### src/rtl/hidf_pkg.sv
// Shared constants and types of the hashed index duplicate filter.
`timescale 1ns / 1ps

package hidf_pkg;

    localparam int MAX_INDEX_BITS_DEF = 16;
    localparam int VALUE_W            = 32;
    localparam int SLOT_W             = 17;
    localparam int CFG_W              = 5;
    localparam int S_TDATA_W          = 32;
    localparam int M_TDATA_W          = 24;
    localparam int EPOCH_W            = 8;
    localparam int Q_DEPTH            = 4;
    localparam int OUT_DEPTH          = 4;

    localparam logic [VALUE_W-1:0] HASH_MUL_LO    = 32'h4C95_7F2D;
    localparam logic [CFG_W-1:0]   INDEX_BITS_RST = 5'd16;
    localparam logic [EPOCH_W-1:0] EPOCH_LAST     = {EPOCH_W{1'b1}};

    // Status from the back end to the front end
    typedef struct packed {
        logic clearing;
    } hidf_status_t;

endpackage

### src/rtl/hidf_fifo.sv
// Small register FIFO with occupancy count.
`timescale 1ns / 1ps

module hidf_fifo
    import hidf_pkg::*;
#(
    parameter int WIDTH = SLOT_W,
    parameter int DEPTH = Q_DEPTH
)
(
    input  logic                         clk,
    input  logic                         rst_n,
    input  logic                         push,
    input  logic [WIDTH-1:0]             wr_data,
    input  logic                         pop,
    output logic [WIDTH-1:0]             rd_data,
    output logic                         not_empty,
    output logic [$clog2(DEPTH+1)-1:0]   count
);

    localparam int PTR_W = $clog2(DEPTH);
    localparam int CNT_W = $clog2(DEPTH + 1);

    logic [WIDTH-1:0] mem_reg [DEPTH];
    logic [PTR_W-1:0] wr_ptr_reg;
    logic [PTR_W-1:0] rd_ptr_reg;
    logic [CNT_W-1:0] count_reg;
    logic [CNT_W-1:0] count_next;

    always_comb
    begin
        count_next = count_reg;
        if (push && !pop)
        begin
            count_next = count_reg + CNT_W'(1);
        end
        else if (pop && !push)
        begin
            count_next = count_reg - CNT_W'(1);
        end
    end

    always_ff @(posedge clk or negedge rst_n)
    begin
        if (!rst_n)
        begin
            wr_ptr_reg <= '0;
            rd_ptr_reg <= '0;
            count_reg  <= '0;
        end
        else
        begin
            if (push)
            begin
                wr_ptr_reg <= wr_ptr_reg + PTR_W'(1);
            end
            if (pop)
            begin
                rd_ptr_reg <= rd_ptr_reg + PTR_W'(1);
            end
            count_reg <= count_next;
        end
    end

    always_ff @(posedge clk)
    begin
        if (push)
        begin
            mem_reg[wr_ptr_reg] <= wr_data;
        end
    end

    assign rd_data   = mem_reg[rd_ptr_reg];
    assign not_empty = (count_reg != '0);
    assign count     = count_reg;

endmodule

### config.mk
export PLATFORM = sky130hd
export DESIGN_NAME = hidf_fifo
export DESIGN_NICKNAME = d
export VERILOG_FILES = /design/src/rtl/hidf_pkg.sv /design/src/rtl/hidf_fifo.sv
export SDC_FILE = /design/constraint.sdc
export NUM_CORES = 1
export LEC_CHECK = 0
export BUFFER_PORTS_ARGS = -buffer_cell sky130_fd_sc_hd__buf_2
export CAP_MARGIN = 20
export CORE_MARGIN = 2
export CORE_UTILIZATION = 56
export CTS_CLUSTER_DIAMETER = 40
export DETAILED_ROUTE_END_ITERATION = 12
export GPL_TIMING_DRIVEN = 0
export PLACE_DENSITY = 0.84
export SYNTH_ARGS = -nofsm -noshare
export SYNTH_HDL_FRONTEND = slang
export SYNTH_SLANG_ARGS = --single-unit
### constraint.sdc
create_clock -name clk -period 1.72 [get_ports clk]
set_input_delay 0.344 -clock clk [delete_from_list [all_inputs] [get_ports clk]]
set_output_delay 0.344 -clock clk [all_outputs]
set_load 0.05 [all_outputs]
==> After elaboration in Yosys (flattened, before gate mapping) <==
Memories as Yosys holds them, arrays and structs flattened.
Cells that the tools add are included.
W data, S select, Z words.
{ "word_totals": {"in_bits": 21, "reg_bits": 7, "ramBits": 68, "output_inout_bits": 21, "elab_cells": 18, "n_memories": 1} }
{ "op_classes": {"addsub": 4, "reduce_logical": 6, "n_mux": 4} }
{ "memory_table": {"columns": ["memory", "depth", "width", "rd", "rd_ports_with_merged_regs", "write_ports", "line", "source"], "rows": [
  ["mem_reg", 4, 17, 1, 0, 1, "hidf_fifo.sv:24", "logic [WIDTH-1:0] mem_reg [DEPTH];"]
]} }
{ "op_table": {"columns": ["op", "n"], "rows": [
  ["$mux W3", 2],
  ["$add A2 B1 Y2 const B", 2],
  ["$add A3 B1 Y3 const B", 1],
  ["$reduce_bool A3 Y1", 1],
  ["$sub A3 B1 Y3 const B", 1],
  ["$logic_and A1 B1 Y1", 2],
  ["$logic_not A1 Y1", 2],
  ["$mux W1", 2],
  ["$reduce_bool A2 Y1", 1]
]} }

==> Longest topological paths before layout <==
{ "logic_depth": {"depth_word": 4, "mapped_depth": 7} }

==> Worst setup path after synthesis <==
OpenSTA, ideal clock, no wires.
{ "synth_timing": {"path_type": "register to output", "from": "register rd_ptr_reg[0]", "to": "output port rd_data[10]", "n_path_buf": 1, "arrival_time_ns": 1.275, "stages_incl_launch_ff": 3, "path_slack_ns": 0.101, "cell_sequence": "dfrtp_1 buf_6 mux4_1"} }
{ "synth_via": {"elab_chain_cells": 1} }
{ "synth_lines": {"columns": ["item", "line", "source"], "rows": [
  ["start, declared", "hidf_fifo.sv:26", "logic [PTR_W-1:0] rd_ptr_reg;"],
  ["start signal, assigned", "hidf_fifo.sv:59", "rd_ptr_reg <= rd_ptr_reg + PTR_W'(1);"],
  ["$mem_v2 Z4 W17", null, null],
  ["end, declared", "hidf_fifo.sv:16", "output logic [WIDTH-1:0] rd_data,"]
]} }
No other way between the ends.

==> Worst setup path in the final report <==
{ "layout_timing": {"from": "register rd_ptr_reg[0]", "to": "output port rd_data[0]"} }
The elaborated chain is that of the path after synthesis.

==> flow_metrics.py <==
metrics = {
    "run_status": {
        "violations": "negative setup slack",
        "status": "complete, but fails checks",
    },
    "pwr": {
        "power.density_nw_per_um2": 2050,
        "ir_worst_vdd_mv": 1.71,
        "leakagePower_nw": 1.30,
    },
    "timing": {
        "drv_slew": 0,
        "hold_viol": 0,
        "tns_ps": -4220,
        "rsz0062_at_grt": "yes",
        "holdWs_ps": 210,
        "min_period_ps": 2010,
        "finalClockSkew_ps": 6.17,
        "fmax_mhz": 497,
        "setup_viol": 17,
        "fin_crit_sh_pct": 117,
        "slew_headroom_pct": 69.0,
        "setup_ws_ps": -294,
        "max_slew.worst_pin.slew_ps": 465,
    },
    "critical_path": {
        "crit_path_end_kind": "primary output",
        "setup.worst_path.start_class": "flop",
        "cp_max_fo": 5,
        "arrival_ps": 1670,
        "crit_required_ps": 1380,
        "path_class": "reg -> out",
    },
    "logic_synthesis": {
        "synth-seq-area-share_pct": 76.9,
        "netlist_instances": 122,
        "netlist_area_um2": 2880,
        "synth-seq-cells": 75,
        "synth_cell_type_count": 18,
        "yosys_warnings": 0,
        "synth.avg_cell_area_um2": 23.6,
        "synth_fp_nets": 149,
    },
    "floorplanning": {
        "fp.dieW_um": 75.8,
        "fp.dieH_um": 75.8,
        "start_util_pct": 57.2,
        "fp.dieArea_um2": 5740,
        "core_region_area_um2": 5040,
        "row_count": 26,
        "ios": 42,
    },
    "routing": {
        "firstDrtPassIters": 4,
        "drc": 0,
        "wl_per_cell_um": 18.7,
        "drt_wl_total_um": 4780,
        "antenna_left": 0,
        "drt_iter0_markers": 59,
        "vias": 1342,
        "via_per_inst": 5.24,
    },
    "clock_network": {
        "cts_inserted_buffers": 9,
        "cts_tree": "yes",
        "clockBufferDepth": 2,
        "root_buffer": "clkbuf_8",
        "cts.clk_slew.worst_paths_ps": 80,
        "htreeDepth": 3,
        "cts_sinks": 75,
        "clk_latency_ps": 340,
    },
    "finish": {
        "largest_reg_flops": 68,
        "fin_util_pct": 71.0,
        "layout_common_cells": "68 x edfxtp_1, 23 x buf_2, 17 x mux4_2",
        "drive_gt1_share_pct": 47.8,
        "layout.nets": 208,
        "area_growth_syn_to_layout_pct": 24.2,
        "final_common_cell": "edfxtp_1",
        "diodes": 0,
        "fin_cells": 256,
    },
    "placement": {
        "gp_congestion": 0.717,
        "pre_cts_ws_ps": -75.9,
        "dp_cells": 233,
        "hpwl_um": 2980,
        "portBuffers": 41,
    },
    "global_routing": {
        "grt_pass1_wl_um": 7180,
        "grt_usage_pct": 18.6,
        "grt_pass1_vias": 1461,
        "antenna_found_initial": 0,
        "overflow": 0,
        "grt_max_degree": 18,
    },
    "flow_run": {
        "cap_violations": 0,
    },
    "min_path": {
        "worstHoldPathType": "in -> reg",
    },
}
==> final cells by class <==
class / count / area (um2)
flip-flops and latches: 75 / 2220
fillers: 304 / 1460
multi-input cells: 39 / 582
repair buffers: 48 / 413
clock buffers: 9 / 124
clock inverters: 7 / 92.6
well taps: 70 / 87.6
plain buffers: 4 / 50.0
inverters: 4 / 15.0
==> kinds of logic (layout without fill, tap and decap cells) <==
group | Yosys count | after routing | share of synthesized area, %
AOI/OAI and AO/OA | 1 | 1 | 0.173
xor gates and xnor gates | 6 | 6 | 1.82
adders and majority gates | 6 | 6 | 2.86
buffers and inverters | 8 | 72 | 1.95
DFF | 75 | 75 | 76.9
muxes | 18 | 18 | 14.8
and+or+nand+nor | 8 | 8 | 1.48
==> synthesized netlist by cell type <==
cell type | instances | share of area (%)
mux4_1 | 9 | 8.2
and2_1 | 4 | 0.87
nor2_1 | 1 | 0.13
xor2_1 | 4 | 1.2
buf_6 | 1 | 0.39
mux4_2 | 8 | 6.2
fa_1 | 1 | 0.69
edfxtp_1 | 68 | 71
o21ai_0 | 1 | 0.17
nand2_1 | 2 | 0.26
buf_2 | 2 | 0.35
xnor2_1 | 2 | 0.61
dfrtp_1 | 7 | 6.1
mux2_2 | 1 | 0.39
inv_1 | 4 | 0.52
buf_12 | 1 | 0.69
or3_1 | 1 | 0.22
ha_1 | 5 | 2.2
==> report_power, final <==
| group | internal (mW) | switching (mW) |
|---|---|---|
| Clock | 0.810 | 0.629 |
| Combinational | 1.38 | 1.95 |
| Sequential | 2.41 | 0.138 |
| Total | 4.61 | 2.72 |
==> path summary, 6_finish.rpt <==
check                              start  slack (ps)            end  cells past startpoint
max                        rd_ptr_reg[0]        -290     rd_data[0]                      4
max in group asynchronous          rst_n        1210  rd_ptr_reg[0]                      2
min in group asynchronous          rst_n         360       count[1]                      2
min                                  pop         210  rd_ptr_reg[0]                      2
min reg2reg                     count[2]         510       count[2]                      1
max reg2reg                     count[0]         220       count[2]                      5
==> what timing repair did <==
action / 4_1_cts / 5_1_grt
hold endpoints to repair: 7 / 0
endpoints found under the setup margin: 52 / 52
setup buffers: 4 / 1
hold buffers: 1 / 0
cloned: 2 / 0
gates resized for setup: 53 / 4
==> stage by stage <==
stage                     total power, mW  instance area (um2)
after CTS                            7.36                 3580
after global routing                 7.59                 3580
final                                7.32                 3580
after global placement               5.12                 3180
after detailed placement             5.23                 3180
after floorplan                      4.65                 2880
==> routing by layer <==
metal / routed length (um) / global-route usage, %
met5: 0 / 0
met4: 59 / 7.60
met3: 180 / 5.82
met2: 2630 / 31.0
met1: 1910 / 22.7
==> worst max-delay path: stages, from the launching register on <==
cell and delay, ps:
dfrtp_1 360, buf_6 140, buf_12 130, mux4_2 520, buf_8 170
Power figures use the tool's default switching activity.
