`src/rtl/hidf_pkg.sv`:
```
// Shared constants and types of the hashed index duplicate filter.
`timescale 1ns / 1ps

package hidf_pkg;

    localparam int MAX_INDEX_BITS_DEF = 16;
    localparam int VALUE_W            = 32;
    localparam int SLOT_W             = 17;
    localparam int CFG_W              = 5;
    localparam int S_TDATA_W          = 32;
    localparam int M_TDATA_W          = 24;
    localparam int EPOCH_W            = 8;
    localparam int Q_DEPTH            = 4;
    localparam int OUT_DEPTH          = 4;

    localparam logic [VALUE_W-1:0] HASH_MUL_LO    = 32'h4C95_7F2D;
    localparam logic [CFG_W-1:0]   INDEX_BITS_RST = 5'd16;
    localparam logic [EPOCH_W-1:0] EPOCH_LAST     = {EPOCH_W{1'b1}};

    // Status from the back end to the front end
    typedef struct packed {
        logic clearing;
    } hidf_status_t;

endpackage

```
`src/rtl/hidf_front.sv`:
```
// Front end: input acceptance, configuration register and two-stage slot hash.
`timescale 1ns / 1ps

module hidf_front
    import hidf_pkg::*;
#(
    parameter int MAX_INDEX_BITS = MAX_INDEX_BITS_DEF
)
(
    input  logic                          clk,
    input  logic                          rst_n,
    input  logic                          s_tvalid,
    output logic                          s_tready,
    input  logic [VALUE_W-1:0]            s_value,
    input  logic                          s_start,
    input  logic                          cfg_valid,
    output logic                          cfg_ready,
    input  logic [CFG_W-1:0]              cfg_data,
    input  logic [$clog2(Q_DEPTH+1)-1:0]  q_count,
    input  hidf_status_t                  status,
    output logic                          q_push,
    output logic [MAX_INDEX_BITS:0]       q_wdata
);

    localparam int CNT_W = $clog2(Q_DEPTH + 1);

    logic [CFG_W-1:0]          index_bits_reg;
    logic                      a_vld_reg;
    logic [VALUE_W-1:0]        a_inc_reg;
    logic                      a_start_reg;
    logic                      b_vld_reg;
    logic [MAX_INDEX_BITS-1:0] b_slot_reg;
    logic                      b_start_reg;
    logic [MAX_INDEX_BITS-1:0] mask;
    logic [2*VALUE_W-1:0]      prod;
    logic [CNT_W:0]            credit_used;
    logic                      in_take;

    // Keep the low index_bits bits; widths above the slot range saturate naturally
    always_comb
    begin
        for (int i = 0; i < MAX_INDEX_BITS; i++)
        begin
            mask[i] = (CFG_W'(i) < index_bits_reg);
        end
    end

    assign prod = {{VALUE_W{1'b0}}, a_inc_reg} * {{VALUE_W{1'b0}}, HASH_MUL_LO};

    // Reserve queue room for every item still in the hash stages
    assign credit_used = {1'b0, q_count} + (CNT_W+1)'(a_vld_reg) + (CNT_W+1)'(b_vld_reg);
    assign s_tready    = !status.clearing && (credit_used < (CNT_W+1)'(Q_DEPTH));
    assign in_take     = s_tvalid && s_tready;
    assign cfg_ready   = 1'b1;

    always_ff @(posedge clk or negedge rst_n)
    begin
        if (!rst_n)
        begin
            index_bits_reg <= INDEX_BITS_RST;
            a_vld_reg      <= 1'b0;
            b_vld_reg      <= 1'b0;
        end
        else
        begin
            if (cfg_valid)
            begin
                index_bits_reg <= cfg_data;
            end
            a_vld_reg <= in_take;
            b_vld_reg <= a_vld_reg;
        end
    end

    always_ff @(posedge clk)
    begin
        a_inc_reg   <= s_value + VALUE_W'(1);
        a_start_reg <= s_start;
        b_slot_reg  <= prod[VALUE_W +: MAX_INDEX_BITS] & mask;
        b_start_reg <= a_start_reg;
    end

    assign q_push  = b_vld_reg;
    assign q_wdata = {b_start_reg, b_slot_reg};

endmodule

```
`config.mk`:
```
export PLATFORM = sky130hd
export DESIGN_NAME = hidf_front
export DESIGN_NICKNAME = d
export VERILOG_FILES = /design/src/rtl/hidf_pkg.sv /design/src/rtl/hidf_front.sv
export SDC_FILE = /design/constraint.sdc
export NUM_CORES = 1
export LEC_CHECK = 0
export ABC_AREA = 1
export ABC_CLOCK_PERIOD_IN_PS = 8100
export BUFFER_PORTS_ARGS = -buffer_cell sky130_fd_sc_hd__buf_4
export CAP_MARGIN = 40
export CORE_UTILIZATION = 30
export DETAILED_ROUTE_END_ITERATION = 10
export GPL_TIMING_DRIVEN = 0
export SKIP_LAST_GASP = 1
export SYNTH_ARGS = -nofsm -noshare
export SYNTH_HDL_FRONTEND = slang
export SYNTH_SLANG_ARGS = --single-unit
```
`constraint.sdc`:
```
create_clock -name clk -period 8.1 [get_ports clk]
set_clock_uncertainty 0.05 [all_clocks]
set_input_delay 1.215 -clock clk [delete_from_list [all_inputs] [get_ports clk]]
set_output_delay 1.215 -clock clk [all_outputs]
set_load 0.02 [all_outputs]
```
Word-level counts from Yosys, hierarchy flattened
Cells that the tools add are included.

operators by class
  bitwise operators = 1
  magnitude comparators = 17
  reductions and logical operators = 3
  equal/unequal tests = 0
  shift-type cells = 0
  multiplexer cells = 0
  add/subtract/negate cells = 3
  divide/modulo/power cells = 0
  multiply operators = 1

operators by type and width
  kind                    number
  $mul 32x31->48 const B  1
  $lt 4x5->1 const A      8
  $add 32x1->32 const B   1
  $lt 3x5->1 const A      4
  $and 16x16->16          1
  $lt 1x5->1 const A      2
  $lt 2x5->1 const A      2
  $add 3x1->4             1
  $add 4x1->4             1
  $lt 4x3->1 const B      1
  $logic_and 1x1->1       2
  $logic_not 1->1         1

word-level totals
  memories kept = 0
  output and inout bits = 20
  bits in latches = 0
  bits of input ports = 46
  memory bits (read-only) = 0
  bits in writable memories = 0
  logic and storage cells = 32
  register bits after elaboration = 57

Logic depth before layout (Yosys ltp)
Gate-level depths: netlist of the first run.

  depth after elaboration = 5
  gate-level depth with buffers = 31
  mapped depth without buffers = 31

Worst setup path after synthesis of the first run
Ideal clock, no wire load.

  path type = register to register
  start = reg a_inc_reg[17]
  end = reg b_slot_reg[5]
  setup time = 0.070 ns
  arrival = 6.174 ns
  stages on the path, launching flop included = 27
  setup slack = 1.806 ns
  required time = 7.980 ns
  clock period less this slack = 6.294 ns
  buffers on the path = 0
  cell sequence = dfxtp_1 -> inv_1 -> fa_1 -> inv_1 -> fa_1 -> inv_1 -> fa_1 -> inv_1 -> fa_1 -> inv_1 -> fa_1 -> inv_1 -> fa_1 -> fa_1 -> inv_1 -> fa_1 -> inv_1 -> ha_1 -> nand2_1 -> nor2_2 -> nand2_1 -> nor2_1 -> nand3_1 -> or2_1 -> nand3_1 -> nand2_1 -> a21boi_1

between the ends
  longest elaborated chain between the ends = 2

RTL lines
  element                 line              RTL
  start, declared         hidf_front.sv:29  logic [VALUE_W-1:0] a_inc_reg;
  start signal, assigned  hidf_front.sv:77  a_inc_reg <= s_value + VALUE_W'(1);
  $mul 32x31->48          hidf_front.sv:48  assign prod = {{VALUE_W{1'b0}}, a_inc_reg} * {{VALUE_W{1'b0}}, HASH_MUL_LO};
  $and 16x16->16          hidf_front.sv:79  b_slot_reg <= prod[VALUE_W +: MAX_INDEX_BITS] & mask;
  end signal, assigned    hidf_front.sv:79
  end, declared           hidf_front.sv:32  logic [MAX_INDEX_BITS-1:0] b_slot_reg;

Every way passes these cells.
A chain may end at the register's enable or synchronous reset.

Final worst setup path of the first run
  start = reg a_inc_reg[11]
  end = reg b_slot_reg[1]

Same word-level chain as after synthesis.

==> impl_metrics.env, run 1 <==
export IMPL_ys_seq_area_share_pct=6.14
export IMPL_r2r_setup_slack_ns=0.61
export IMPL_post_cts_buffers=0
export IMPL_worst_setup_path_type="flip-flop to flip-flop"
export IMPL_ctsRootBufferMaster="clkbuf_16"
export IMPL_cts_tree="yes"
export IMPL_core_sq_um=63100
export IMPL_synth_nets=2953
export IMPL_maxCapViolCount=0
export IMPL_ios=66
export IMPL_largest_register_ffs=32
export IMPL_min_path_cells=0
export IMPL_row_count=92
export IMPL_routedWlPerCell_um=17.9
export IMPL_r2r_end="b_slot_reg[1]$_DFF_P_"
export IMPL_synth_top_area_share_pct=43.2
export IMPL_start_util_pct=30.4
export IMPL_cp_required_ns=8.32
export IMPL_rsz0062_at_grt="false"
export IMPL_synth_seq_cells=57
export IMPL_r2r_cells=22
export IMPL_synth_edf_count=0
export IMPL_antenna_found_initial=0
export IMPL_wirelength_mm=56.1
export IMPL_grt_first_pass_wirelength_mm=87.2
export IMPL_setup_ws_ns=0.615
export IMPL_synth_area_leaders="fa_1 (43%), ha_1 (19%), inv_1 (16%)"
export IMPL_cp_slowest_stage_delay_ns=0.69
export IMPL_synth_top_area_cell="fa_1"
export IMPL_cpLargestDelayFamily="adder cells"
export IMPL_cpMostUsedCell="fa_1"
export IMPL_nets=3028
export IMPL_worst_pin_slew_ns=0.866
export IMPL_yosys_cell_types_count=40
export IMPL_outcome="finished clean"
export IMPL_max_freq_ghz=0.134
export IMPL_clk_pin_slew_ns=0.07
export IMPL_async_reset_ff_share_pct=12.3
export IMPL_cts_buffers=9
export IMPL_hold_path_class="flip-flop to flip-flop"
export IMPL_grt_pass1_vias=14600
export IMPL_synth_warnings=0
export IMPL_min_from="a_start_reg$_DFF_P_"
export IMPL_slowest_stage="dfxtp_1"
export IMPL_holdBufCountCts=0
export IMPL_drive_gt1_share_pct=4.41
export IMPL_tns_ns=0
export IMPL_fp_dieH_um=255
export IMPL_io_buffers=63
export IMPL_track_usage_pct=18.5
export IMPL_synth_ff_type="dfxtp_1"
export IMPL_die_area_sq_um=64900
export IMPL_cp_num_buf_inv=6
export IMPL_crit_fanout=8
export IMPL_die_w_um=255
export IMPL_min_to="b_start_reg$_DFF_P_"
export IMPL_startpoint_type="flip-flop"
export IMPL_grt_max_degree=14
export IMPL_r2r_start="a_inc_reg[11]$_DFF_P_"
export IMPL_slew_headroom_pct=42.2
export IMPL_postSynthAreaPerCell_sq_um=8.69
export IMPL_finalWeightedCongestion=1.00
export IMPL_cp_end_kind="flip-flop"
export IMPL_htree_levels=3
export IMPL_fin_crit_ns=7.49
export IMPL_vias_per_cell=4.38
export IMPL_via_count=13700
export IMPL_hpwl_mm=50.4
export IMPL_clock_path_buffers=2
export IMPL_syn_inst=2208
export IMPL_drc=0
export IMPL_crit_path_cell_trace="inv_1 -> fa_1 -> fa_1 -> fa_1 -> inv_1 -> fa_1 -> inv_1 -> fa_1 -> inv_1 -> fa_1 -> fa_1 -> inv_1 -> fa_1 -> inv_1 -> ha_1 -> nand2_1 -> nor4_1 -> nand3_1 -> o21ai_0 -> nand2_1 -> nand2_1 -> nor2_1"
export IMPL_syn_to_final_growth_pct=9.67
export IMPL_cts_resized=0
export IMPL_synth_area_sq_um=19200
export IMPL_cts_num_sinks=57
export IMPL_ant_nets=0
export IMPL_grt_overflow_total=0
export IMPL_place_ws_ns=0.771
export IMPL_hold_violations=0
export IMPL_drtIter0Drc=971
export IMPL_finalCritPeriodShare_pct=92.4
export IMPL_cp_arrival_ns=7.70
export IMPL_dr_pass1_iters=5
export IMPL_insertion_delay_ns=0.37
export IMPL_drv_slew=0
export IMPL_setup_violations=0
## final cells by class
class,count,area (sq um)
Sequential cell,57,1180
Clock buffer,9,225
Tap cell,846,1060
Timing Repair Buffer,64,488
Fill cell,6731,42000
Buffer,3,18.8
Antenna cell,1,2.50
Clock inverter,7,81.3
Multi-Input combinational cell,1346,15000
Inverter,802,3010
## placed cells by master (no fill, tap or decap), drive strengths merged, types with 2 or more instances in the layout
cell	synthesis	routed
nand3	44	44
a21o	5	5
o41ai	2	2
a21oi	60	60
nand4	21	21
nor2	102	102
fa	414	414
clkbuf	1	10
nor4	11	11
nor3	12	12
nand3b	2	2
o21bai	12	12
dfrtp	6	6
nand2	289	289
o21ai	34	34
buf	2	66
xnor2	17	17
a21boi	2	2
xor2	27	27
inv	802	807
dfxtp	50	50
ha	285	285
## how the worst max path moves through the flow
stage	start	endpoint	slack (ns)	depth (start not counted)
final	a_inc_reg[11]$_DFF_P_	b_slot_reg[1]$_DFF_P_	0.61	22
after CTS	a_inc_reg[12]$_DFF_P_	b_slot_reg[1]$_DFF_P_	0.72	22
after global routing	a_inc_reg[12]$_DFF_P_	b_slot_reg[1]$_DFF_P_	0.26	22
after floorplan	a_inc_reg[17]$_DFF_P_	b_slot_reg[5]$_DFF_P_	1.81	26
after global placement	a_inc_reg[10]$_DFF_P_	b_slot_reg[1]$_DFF_P_	0.80	20
after detailed placement	a_inc_reg[10]$_DFF_P_	b_slot_reg[1]$_DFF_P_	0.77	20
## metal layers
layer / global-route usage (%) / vias to the layer above / share of wire, % / wire, um
met5: 0 / - / 0 / 0
met4: 4.38 / 0 / 2.4 / 1320
met3: 7.02 / 68 / 11 / 5970
met2: 27.2 / 474 / 42 / 23500
met1: 25.4 / 6630 / 45 / 25300
li1: - / 6558 / - / -
## cell families after synthesis
| logic type | after synthesis | share of synthesized area [%] |
|---|---|---|
| buf+inv | 805 | 15.8 |
| fa+ha+maj | 699 | 61.8 |
| simple gates | 485 | 10.9 |
| compound gates | 117 | 3.37 |
| flops | 57 | 6.14 |
| xor+xnor | 44 | 2.01 |
| other cells | 1 | 0.0196 |
## Yosys cell counts (11+ instances only)
master and instances:
a21oi_1 60, nor4_1 11, inv_1 801, nand4_1 19, dfxtp_1 50, nand2_1 287
nand3_1 41, nor3_1 12, nor2_1 92, o21ai_0 34, o21bai_1 12, ha_1 285
fa_1 414, xor2_1 27, xnor2_1 17
## per-stage QoR
stage                     utilization [%]  instance area (sq um)  instances  hold WS, ns
final                                33.3                  21000       3135        0.276
after detailed placement             32.9                  20700       3118        0.262
after floorplan                         -                  19200       2208        0.260
after global routing                 33.3                  21000       3134        0.302
after global placement               32.8                  20700       3117        0.262
after CTS                            33.3                  21000       3134        0.276
Power of run 1 is left out: the tool's default activity adds up to more than one toggle a clock period on the data nets, which glitch-free logic cannot reach.
==> run 2, diff against run 1 <==
ABC_CLOCK_PERIOD_IN_PS = 9200   (was 8100)
PLACE_DENSITY = 0.45   (was unset)
clock period = 9.2 ns   (was 8.1 ns; I/O delays follow)
==> run 2 against run 1 <==
Worst setup slack gained 0.97 ns. Register-to-register slack better by 0.97 ns. Count of clock-buffer cells in the layout is 1 higher. Highest routed layer unchanged.
==> impl_metrics.env, run 2 (synthesis results as in run 1) <==
export IMPL_clk_pin_slew_ns=0.06
export IMPL_cp_required_ns=9.43
export IMPL_multi_input_area_sq_um=15000
export IMPL_post_cts_buffers=0
export IMPL_dr_pass1_iters=5
export IMPL_track_usage_pct=19.3
export IMPL_ff_latch_area_sq_um=1180
export IMPL_grt_max_degree=12
export IMPL_via_count=13700
export IMPL_worst_pin_slew_ns=0.786
export IMPL_row_count=92
export IMPL_stdcell_count=3134
export IMPL_nets=3028
export IMPL_io_buffers=63
export IMPL_vias_per_cell=4.36
export IMPL_routedWlPerCell_um=18.4
export IMPL_antenna_found_initial=1
export IMPL_n_fill_cell=6757
export IMPL_ant_nets=0
export IMPL_placed_area_sq_um=20700
export IMPL_slew_headroom_pct=47.5
export IMPL_ctsRootBufferMaster="clkbuf_16"
export IMPL_crit_fanout=8
export IMPL_grt_first_pass_wirelength_mm=91.8
export IMPL_tns_ns=0
export IMPL_cp_end_kind="flip-flop"
export IMPL_rsz0062_at_grt="false"
export IMPL_setup_violations=0
export IMPL_fin_crit_ns=7.61
export IMPL_cts_buffers=9
export IMPL_die_area_sq_um=64900
export IMPL_cts_num_sinks=57
export IMPL_start_util_pct=30.4
export IMPL_hpwl_mm=52.3
export IMPL_maxCapViolCount=0
export IMPL_drtIter0Drc=736
export IMPL_cts_tree="yes"
export IMPL_largest_register_ffs=32
export IMPL_core_sq_um=63100
export IMPL_cts_resized=0
export IMPL_place_ws_ns=1.64
export IMPL_die_w_um=255
export IMPL_wirelength_mm=57.5
export IMPL_htree_levels=3
export IMPL_syn_to_final_growth_pct=9.66
export IMPL_hold_path_class="flip-flop to flip-flop"
export IMPL_holdBufCountCts=0
export IMPL_cp_arrival_ns=7.84
export IMPL_drive_gt1_share_pct=4.41
export IMPL_hold_violations=0
export IMPL_grt_overflow_total=0
export IMPL_stdcell_area_sq_um=21000
export IMPL_diodes=0
export IMPL_startpoint_type="flip-flop"
export IMPL_outcome="finished clean"
export IMPL_drv_slew=0
export IMPL_grt_pass1_vias=15500
export IMPL_place_inst=3118
export IMPL_final_common_cell="inv_1"
export IMPL_layout_common_cells="inv_1 (801), fa_1 (414), nand2_1 (287), ha_1 (285), nor2_1 (92)"
export IMPL_ios=66
export IMPL_insertion_delay_ns=0.36
export IMPL_fp_dieH_um=255
export IMPL_finalCritPeriodShare_pct=82.7
export IMPL_worst_setup_path_type="flip-flop to flip-flop"
export IMPL_setup_ws_ns=1.59
export IMPL_clock_path_buffers=2
export IMPL_max_freq_ghz=0.131
export IMPL_drc=0
export IMPL_finalWeightedCongestion=0.912
run 2: cell types whose count changed in the layout (fill, tap and decap cells not counted):
cell / before / now
inv_4: 1 / 0
diode_2: 1 / 0
clkinvlp_4: 1 / 3
clkbuf_8: 0 / 1
inv_8: 1 / 0
clkinv_2: 0 / 1
inv_6: 3 / 1
run 2: layout make-up:
cell class	count	share of cell area [%]
tap	846	5.03
clock inverter	6	0.315
inverter	802	14.3
sequential	57	5.60
multi-input combinational	1346	71.2
buffer	3	0.0892
timing repair buffer	64	2.32
clock buffer	10	1.14
run 2: path summary, 6_finish.rpt:
| path | from | end | depth (start not counted) | slack (ns) |
|---|---|---|---|---|
| worst min-delay path | a_start_reg$_DFF_P_ | b_start_reg$_DFF_P_ | 0 | 0.29 |
| worst max register to register | a_inc_reg[17]$_DFF_P_ | b_slot_reg[5]$_DFF_P_ | 26 | 1.59 |
| worst min register to register | a_start_reg$_DFF_P_ | b_start_reg$_DFF_P_ | 0 | 0.29 |
| min in group asynchronous | rst_n | q_push$_DFF_PN0_ | 1 | 0.78 |
| worst max-delay path | a_inc_reg[17]$_DFF_P_ | b_slot_reg[5]$_DFF_P_ | 26 | 1.59 |
| max in group asynchronous | rst_n | index_bits_reg[4]$_DFFE_PN1P_ | 1 | 8.11 |
run 2: through the flow:
step	utilization, %	hold slack [ns]
4_1_cts	33.3	0.293
5_1_grt	33.3	0.305
3_5_place_dp	32.9	0.273
2_1_floorplan	-	0.260
3_3_place_gp	32.8	0.263
6_report	33.3	0.289
run 2: worst max-delay path, cell delays in order, from the launching register on:
cell,delay (ns)
dfxtp_1,0.72
inv_1,0.40
fa_1,0.62
inv_1,0.05
fa_1,0.55
inv_1,0.06
fa_1,0.47
inv_1,0.05
fa_1,0.49
inv_1,0.05
fa_1,0.53
inv_1,0.09
fa_1,0.51
fa_1,0.55
inv_1,0.06
fa_1,0.62
inv_1,0.06
ha_1,0.31
nand2_1,0.10
nor2_2,0.19
nand2_1,0.16
nor2_1,0.17
nand3_1,0.08
or2_1,0.28
nand3_1,0.10
nand2_1,0.06
a21boi_1,0.14
run 2: routing by layer:
| metal | vias to the layer above | global-route usage (%) | part of all wire [%] |
|---|---|---|---|
| li1 | 6537 | - | - |
| met1 | 6778 | 25.8 | 45 |
| met2 | 286 | 31.8 | 47 |
| met3 | 52 | 3.40 | 5.3 |
| met4 | 0 | 5.47 | 2.6 |
| met5 | - | 0 | 0 |
Power of run 2 is left out for the same reason.
